==> src/rtl/u8v_pkg.sv <==
// Package for the UTF-8 stream validator: byte constants, continuation rule
// codes and the scan state record. No dependencies.
`default_nettype none

package u8v_pkg;

   // Lead byte ranges
   localparam logic [7:0] LEAD2_LO = 8'hC2;
   localparam logic [7:0] LEAD2_HI = 8'hDF;
   localparam logic [7:0] LEAD3_LO = 8'hE0;
   localparam logic [7:0] LEAD3_HI = 8'hEF;
   localparam logic [7:0] LEAD4_LO = 8'hF0;
   localparam logic [7:0] LEAD4_HI = 8'hF4;
   localparam logic [7:0] LEAD_SURR = 8'hED;

   // Continuation byte form and first-continuation limits
   localparam logic [7:0] CONT_MASK = 8'hC0;
   localparam logic [7:0] CONT_TAG  = 8'h80;
   localparam logic [7:0] LIMIT_A0  = 8'hA0;
   localparam logic [7:0] LIMIT_90  = 8'h90;
   localparam logic [7:0] ASCII_TOP = 8'h80;

   // Limit placed on the next continuation byte
   typedef enum logic [2:0] {
      RULE_NONE     = 3'd0,
      RULE_MIN_A0   = 3'd1,
      RULE_BELOW_A0 = 3'd2,
      RULE_MIN_90   = 3'd3,
      RULE_BELOW_90 = 3'd4
   } u8v_rule_type;

   // Scan state carried from byte to byte
   typedef struct packed {
      logic [1:0]   pending;
      u8v_rule_type rule;
      logic         failed;
   } u8v_state_type;

   localparam u8v_state_type STATE_CLEAR = '{pending: 2'd0, rule: RULE_NONE, failed: 1'b0};

endpackage : u8v_pkg

`default_nettype wire

==> src/rtl/u8v_check.sv <==
// Combinational byte check for the UTF-8 validator: next scan state and verdict
// for one transaction. Depends on u8v_pkg.
`default_nettype none

module u8v_check (
   input  wire logic [7:0]             data_byte,
   input  wire logic                   has_byte,
   input  wire logic                   end_of_string,
   input  wire u8v_pkg::u8v_state_type cur_state,
   output      u8v_pkg::u8v_state_type next_state,
   output      logic                   verdict
);
   import u8v_pkg::*;

   u8v_state_type scan;
   logic          cont_bad;

   // Limit check on a continuation byte
   always_comb begin
      cont_bad = ((data_byte & CONT_MASK) != CONT_TAG);
      case (cur_state.rule)
         RULE_MIN_A0:   cont_bad = cont_bad || (data_byte < LIMIT_A0);
         RULE_BELOW_A0: cont_bad = cont_bad || (data_byte >= LIMIT_A0);
         RULE_MIN_90:   cont_bad = cont_bad || (data_byte < LIMIT_90);
         RULE_BELOW_90: cont_bad = cont_bad || (data_byte >= LIMIT_90);
         default:       cont_bad = cont_bad;
      endcase
   end

   // State update for the byte, if any
   always_comb begin
      scan = cur_state;
      if (has_byte && !cur_state.failed) begin
         if (cur_state.pending == 2'd0) begin
            // lead byte
            if (data_byte == 8'h00) begin
               scan.failed = 1'b1;
            end else if (data_byte < ASCII_TOP) begin
               scan = cur_state;
            end else if (data_byte inside {[LEAD2_LO:LEAD2_HI]}) begin
               scan.pending = 2'd1;
               scan.rule    = RULE_NONE;
            end else if (data_byte inside {[LEAD3_LO:LEAD3_HI]}) begin
               scan.pending = 2'd2;
               if (data_byte == LEAD3_LO) begin
                  scan.rule = RULE_MIN_A0;
               end else if (data_byte == LEAD_SURR) begin
                  scan.rule = RULE_BELOW_A0;
               end else begin
                  scan.rule = RULE_NONE;
               end
            end else if (data_byte inside {[LEAD4_LO:LEAD4_HI]}) begin
               scan.pending = 2'd3;
               if (data_byte == LEAD4_LO) begin
                  scan.rule = RULE_MIN_90;
               end else if (data_byte == LEAD4_HI) begin
                  scan.rule = RULE_BELOW_90;
               end else begin
                  scan.rule = RULE_NONE;
               end
            end else begin
               scan.failed = 1'b1;
            end
         end else begin
            // continuation byte
            scan.rule = RULE_NONE;
            if (cont_bad) begin
               scan.failed = 1'b1;
            end else begin
               scan.pending = cur_state.pending - 2'd1;
            end
         end
      end
   end

   // Verdict and clear at end of string
   assign verdict    = !scan.failed && (scan.pending == 2'd0);
   assign next_state = end_of_string ? STATE_CLEAR : scan;

endmodule : u8v_check

`default_nettype wire

==> src/rtl/utf8_stream_validator.sv <==
// Top level of the strict UTF-8 stream validator: input register, byte check,
// result register. Depends on u8v_pkg and u8v_check.
//
// Usage:
//   Request channel (req_valid/req_ready) carries one transaction per byte:
//   req_data_byte, req_has_byte and req_end_of_string. A transaction with
//   req_has_byte low and req_end_of_string high closes an empty string (or
//   the bytes already sent); with both low it is an idle transaction.
//   Response channel (rsp_valid/rsp_ready) gives one rsp_string_valid per
//   closed string, in order.
//   Throughput: one transaction per cycle, sustained while no closing
//   transaction waits on rsp_ready. Each byte is checked by combinational logic
//   between the input register and the scan state. The verdict goes to the
//   result register, seen on rsp_valid, as the closing transaction moves on.
//   Stall: while a verdict waits on rsp_ready, bytes that do not close a
//   string keep flowing; a closing transaction waits in the input register,
//   and req_ready drops only when that register cannot move on.
//   Reset (synchronous, active high): empties both registers and clears
//   the scan state, so the next byte starts a new string.
`default_nettype none

module utf8_stream_validator (
   input  wire logic       clock,
   input  wire logic       reset,
   input  wire logic       req_valid,
   output      logic       req_ready,
   input  wire logic [7:0] req_data_byte,
   input  wire logic       req_has_byte,
   input  wire logic       req_end_of_string,
   output      logic       rsp_valid,
   input  wire logic       rsp_ready,
   output      logic       rsp_string_valid
);
   import u8v_pkg::*;

   logic          in_valid_ff;
   logic [7:0]    in_byte_ff;
   logic          in_has_ff;
   logic          in_eos_ff;
   u8v_state_type state_ff;
   u8v_state_type state_in;
   logic          verdict_in;
   logic          out_valid_ff;
   logic          out_verdict_ff;
   logic          advance;

   // Input register moves on unless a verdict has nowhere to go
   assign advance   = in_valid_ff && (!in_eos_ff || !out_valid_ff || rsp_ready);
   assign req_ready = !in_valid_ff || advance;

   always_ff @(posedge clock) begin
      if (reset) begin
         in_valid_ff <= 1'b0;
      end else if (req_ready) begin
         in_valid_ff <= req_valid;
      end
   end

   always_ff @(posedge clock) begin
      if (req_valid && req_ready) begin
         in_byte_ff <= req_data_byte;
         in_has_ff  <= req_has_byte;
         in_eos_ff  <= req_end_of_string;
      end
   end

   // Byte check
   u8v_check u_check (
      .data_byte     (in_byte_ff),
      .has_byte      (in_has_ff),
      .end_of_string (in_eos_ff),
      .cur_state     (state_ff),
      .next_state    (state_in),
      .verdict       (verdict_in)
   );

   // Scan state
   always_ff @(posedge clock) begin
      if (reset) begin
         state_ff <= STATE_CLEAR;
      end else if (advance) begin
         state_ff <= state_in;
      end
   end

   // Result register
   always_ff @(posedge clock) begin
      if (reset) begin
         out_valid_ff <= 1'b0;
      end else if (advance && in_eos_ff) begin
         out_valid_ff <= 1'b1;
      end else if (rsp_ready) begin
         out_valid_ff <= 1'b0;
      end
   end

   always_ff @(posedge clock) begin
      if (advance && in_eos_ff) begin
         out_verdict_ff <= verdict_in;
      end
   end

   assign rsp_valid        = out_valid_ff;
   assign rsp_string_valid = out_verdict_ff;

   // Checks
   a_clear_after_end: assert property (@(posedge clock) disable iff (reset)
      (advance && in_eos_ff) |=> (state_ff == STATE_CLEAR))
      else $error("scan state not cleared after end of string");

   a_rule_needs_pending: assert property (@(posedge clock) disable iff (reset)
      (state_ff.rule != RULE_NONE) |-> (state_ff.pending != 2'd0))
      else $error("continuation rule set with no continuation owed");

   a_fail_held: assert property (@(posedge clock) disable iff (reset)
      (state_ff.failed && !(advance && in_eos_ff)) |=> state_ff.failed)
      else $error("failure flag dropped before end of string");

   a_rsp_from_end: assert property (@(posedge clock) disable iff (reset)
      $rose(out_valid_ff) |-> $past(advance && in_eos_ff))
      else $error("verdict raised without a closing transaction");

endmodule : utf8_stream_validator

`default_nettype wire

==> config.mk <==
export PLATFORM = sky130hd
export DESIGN_NAME = utf8_stream_validator
export DESIGN_NICKNAME = d
export VERILOG_FILES = /design/src/rtl/u8v_pkg.sv /design/src/rtl/u8v_check.sv /design/src/rtl/utf8_stream_validator.sv
export SDC_FILE = /design/constraint.sdc
export NUM_CORES = 1
export LEC_CHECK = 0
export ABC_AREA = 1
export BUFFER_PORTS_ARGS = -buffer_cell sky130_fd_sc_hd__buf_2
export CAP_MARGIN = 30
export CORE_MARGIN = 2
export CORE_UTILIZATION = 50
export DETAILED_ROUTE_END_ITERATION = 10
export HOLD_SLACK_MARGIN = 0.15
export PLACE_DENSITY = 0.83
export SYNTH_ARGS = -nofsm -noshare
export SYNTH_HDL_FRONTEND = slang
export SYNTH_HIERARCHICAL = 1
export SYNTH_SLANG_ARGS = --single-unit
==> constraint.sdc <==
create_clock -name clock -period 4.3 [get_ports clock]
set_input_delay 0.645 -clock clock [delete_from_list [all_inputs] [get_ports clock]]
set_output_delay 0.645 -clock clock [all_outputs]
set_load 0.01 [all_outputs]
; Word level (Yosys, flattened, before mapping)
; Index checks and enable logic that the tools add are counted.
[word_totals]
in_bits = 14
reg_bits = 19
[op_classes]
n_addsub = 1
n_reduce_logical = 26
n_lt_le_gt_ge = 11
eq_ne = 12
n_mux = 21
[ops]
columns = op, count
row1 = ">= comparator 8 bit, second input constant", 5
row2 = "equality test 8 bit, second input constant", 4
row3 = "<= comparator 8 bit, second input constant", 3
row4 = "less-than comparator 8 bit, second input constant", 3
row5 = 2-to-1 mux 6 bit, 4
row6 = 2-to-1 mux 5 bit, 4
row7 = 2-to-1 mux 3 bit, 3
row8 = logical AND 1 bit, 8
row9 = zero test 8 bit, 1
row10 = logical OR 1 bit, 7
row11 = 2-to-1 mux 1 bit, 7
row12 = "equality test 3 x 2 -> 1 bit, second input constant", 2
row13 = "inequality test 3 bit, second input constant", 2
row14 = zero test 1 bit, 5
row15 = "inequality test 5 bit, second input constant", 1
row16 = AND reduction 5 bit, 1
row17 = zero test 2 bit, 2
row18 = 2-to-1 mux 2 bit, 2
row19 = case mux 1 bit (4 select lines), 1
row20 = nonzero test 2 bit, 2
row21 = "equality test 3 x 1 -> 1 bit, second input constant", 1
row22 = "equality test 3 bit, second input constant", 1
row23 = "inequality test 2 bit, second input constant", 1
row24 = "subtractor 2 x 1 -> 2 bit, second input constant", 1

; Logic depth before layout (Yosys ltp)
[depth]
depth_word = 12
mapped_depth = 15
mapped_depth_nobuf = 15

; By module
; Netlist, hierarchy kept.
[modules_own_cells]
columns = mod, area_each_um2, seq_area_each_um2, cells_each, instances
row1 = utf8_stream_validator, 726.9, 490.5, 65, 1
row2 = u8v_check, 485.5, 0.0, 101, 1

; Worst setup path after synthesis
; Ideal clock, no wire load.
[synth_timing]
kind = input port to output port
startpoint = in rsp_ready
endpoint = out req_ready
n_path_buf = 0
t_arrival_ps = 872
path_stages = 2
required_ps = 3655
setup_slack_ps = 2783
cell_sequence = inv_1 nand4_1
[synth_between]
elab_chain_len = 3
[synth_rtl]
columns = element, line
row1 = "start, declared", utf8_stream_validator.sv:31  ; input wire logic rsp_ready,
row2 = logical OR 1 bit, utf8_stream_validator.sv:48  ; assign advance = in_valid_ff && (!in_eos_ff || !out_valid_ff || rsp_ready);
row3 = logical AND 1 bit, utf8_stream_validator.sv:48
row4 = logical OR 1 bit, utf8_stream_validator.sv:49  ; assign req_ready = !in_valid_ff || advance;
row5 = "end, declared", utf8_stream_validator.sv:26  ; output logic req_ready,
; Every way passes these cells.

; Final worst setup path
[layout_timing]
startpoint = reg in_valid_ff
endpoint = out req_ready
[layout_between]
elab_chain_len = 2
elab_cells_between_ends = 3
cone_classes = reduce/logical (3)
[layout_rtl]
columns = element, line
row1 = "start, declared", utf8_stream_validator.sv:36  ; logic in_valid_ff;
row2 = "start signal, assigned", utf8_stream_validator.sv:55  ; in_valid_ff <= req_valid;
row3 = zero test 1 bit / logical AND 1 bit (equally long branches), "utf8_stream_validator.sv:49, utf8_stream_validator.sv:48"
row4 = logical OR 1 bit (*), utf8_stream_validator.sv:49
; Mark *: on every way between the ends. The rest lies on a longest branch, timed or not.

==> metrics.yaml <==
outcome: "finished clean"
cts-root-buf: "sky130_fd_sc_hd__clkbuf_4"
place_congestion: 0.871
ant_nets: 0
worstHoldPathType: "in2reg"
end_kind: "primary output"
preCtsSetupSlack_ns: 2.48
insertedDiodeCount: 0
synth_top_cell_area_share: 0.272
detail_route.wirelength_um: 2330
detailed_place_hpwl_um: 1810
mapped_area_sq_mm: 0.00121
worst_slew_margin_rel: 0.640
synth_top_area_cell: "sky130_fd_sc_hd__edfxtp_1"
crit_path_top_delay_cell: "sky130_fd_sc_hd__dfxtp_1"
post_cts.repair.setup_buffers: 0
cts_hold_buffers: 0
cts_buffer_depth: 2
pin_count: 17
timing.final.setup_violations: 0
yosys_warnings: 6
grt_max_degree: 16
clock_tree.htree_level_count: 1
power.density_cell_area_mw_per_mm2: 282
synth_edf_count: 11
peakVddDrop_v: 0.000280
post-route-period-util: 0.477
cpPeakStageDelay_ns: 0.67
grt_pass1_wl_um: 4040
seq_total_area_yosys: 0.405
design.core.area_sq_mm: 0.00225
layout-area-overhead-vs-synth_pct: 9.60
groute.usage.overall: 0.196
cts_tree: "done"
design.final.nets: 200
clkSinkCount: 19
report.final.slew_viol_count: 0
fin_setup_tns_ns: 0
regToRegSetupSlack_ns: 2.56
initial_core_util: 0.538
drive_gt1_frac: 0.190
mappedNetlistNets: 181
report.final.hold_viol_count: 0
critical_path.cell_chain: "nand4_1, buf_2"
clock_latency_ns: 0.30
startpoint_kind_of_the_worst_setup_timing_path: "flop"
synth_ff_type: "sky130_fd_sc_hd__edfxtp_1"
grt.overflow.total: 0
buffer_ports.inserted: 16
fmax_mhz: 487
avg_vias_per_cell: 5.15
detail_route.wl_per_cell_um: 11.0
rows: 17
hold-worst-slack_ns: 0.504
worstSetupPathType: "reg2out"
total_die_area_sq_mm: 0.00283
async_flop_share: 0
initial_antenna_violation_count: 0
layout_min_cycle_time_ns: 2.05
rsz0062_at_grt: "false"
final_core_utilization: 0.589
die-height_um: 53.2
critical_path_required_ns: 3.65
total_drc_errors_in_the_routed_layout: 0
ys_ff_latch: 19
first_iter_violations: 25
worstPathArrival_ns: 1.41
path_max_fanout: 15
vias: 1091
post-layout-total-power_mw: 0.375
numCtsBuffers: 3
postCtsResizedCells: 0
setup_skew_after_layout_ns: 0.00598
die_w_um: 53.2
synth_most_common_cell: "sky130_fd_sc_hd__nand2_1"
p_leak_nw: 0.621
setup_ws_ns: 2.25
clk_pin_slew_ns: 0.10
top_post_synthesis_cells_by_area: "sky130_fd_sc_hd__edfxtp_1 (27%), sky130_fd_sc_hd__dfxtp_1 (13%), sky130_fd_sc_hd__nand2_1 (12%)"
n_fill_cell: 224
firstDrtPassIters: 4
netlist-cell-type-count: 22
synth.avg_cell_area_sq_um: 7.30
vias_in_the_first_global_route: 1029
synth_commonest_cells: "sky130_fd_sc_hd__nand2_1 (40), sky130_fd_sc_hd__inv_1 (30), sky130_fd_sc_hd__nor2_1 (18)"
tightestPinTransition_ns: 0.539
postSynthCellCount: 166
max-cap-violations: 0
-- final cells by class --
type                            instances  area, sq um  share of cell area
Multi-Input combinational cell        115          584               0.440
Clock buffer                            4         26.3              0.0198
Tap cell                               28         35.0              0.0264
Timing Repair Buffer                   16         80.1              0.0603
Sequential cell                        19          490               0.369
Inverter                               30          113              0.0847
-- per-stage QoR --
step / instance area [sq um] / instances
floorplan: 1210 / 166
global placement: 1300 / 208
detailed placement: 1300 / 208
CTS: 1330 / 212
global route: 1330 / 212
finish: 1330 / 212
-- kinds of logic (layout without fill, tap and decap cells) --
| family | after synthesis | in the layout | synth area share |
|---|---|---|---|
| AO/OA/AOI/OAI | 18 | 18 | 0.0826 |
| adder cells (fa/ha/maj) | 1 | 1 | 0.0103 |
| buffers and inverters | 32 | 50 | 0.114 |
| flip-flops | 19 | 19 | 0.405 |
| AND/OR/NAND/NOR | 96 | 96 | 0.389 |
-- critical path, delay by kind of cell (launching register included) --
kind          cells  cell delay [ns]
simple gates      1             0.24
flops             1             0.67
buf+inv           1             0.20
-- path summary, 6_finish.rpt --
| check | from | to | depth (start not counted) |
|---|---|---|---|
| setup / recovery | in_valid_ff | req_ready | 2 |
| hold / removal | reset | in_valid_ff | 2 |
| setup reg to reg | in_byte_ff[7] | state_ff[4] | 15 |
| hold reg to reg | state_ff[5] | state_ff[5] | 2 |
-- report_power, final --
group / switching [mW] / internal [mW] / leakage (nW)
Combinational: 0.0424 / 0.0277 / 0.433
Sequential: 0.0126 / 0.204 / 0.173
Clock: 0.0519 / 0.0362 / 0.0150
-- registers in the layout, summed over array words and instances, names as in the netlist --
signal,flops
in_byte_ff,8
state_ff,6
in_eos_ff,1
in_has_ff,1
in_valid_ff,1
rsp_string_valid,1
rsp_valid,1
-- cells in the final DEF, fill, tap and decap left out, drive strengths merged, types with 2 or more instances in the layout --
cell type  Yosys  routed
a21oi         14      14
buf            1      16
clkbuf         1       4
dfxtp          8       8
edfxtp        11      11
inv           30      30
nand2         45      45
nand3         21      21
nand3b         2       2
nand4          3       3
nor2          23      23
nor3           2       2
-- per-layer routing --
layer  GRT usage  wire length, um
met1       0.236             1040
met2       0.321             1140
met3      0.0311              103
met4       0.128               47
met5           0                0
(Power assumes the default switching activity.)
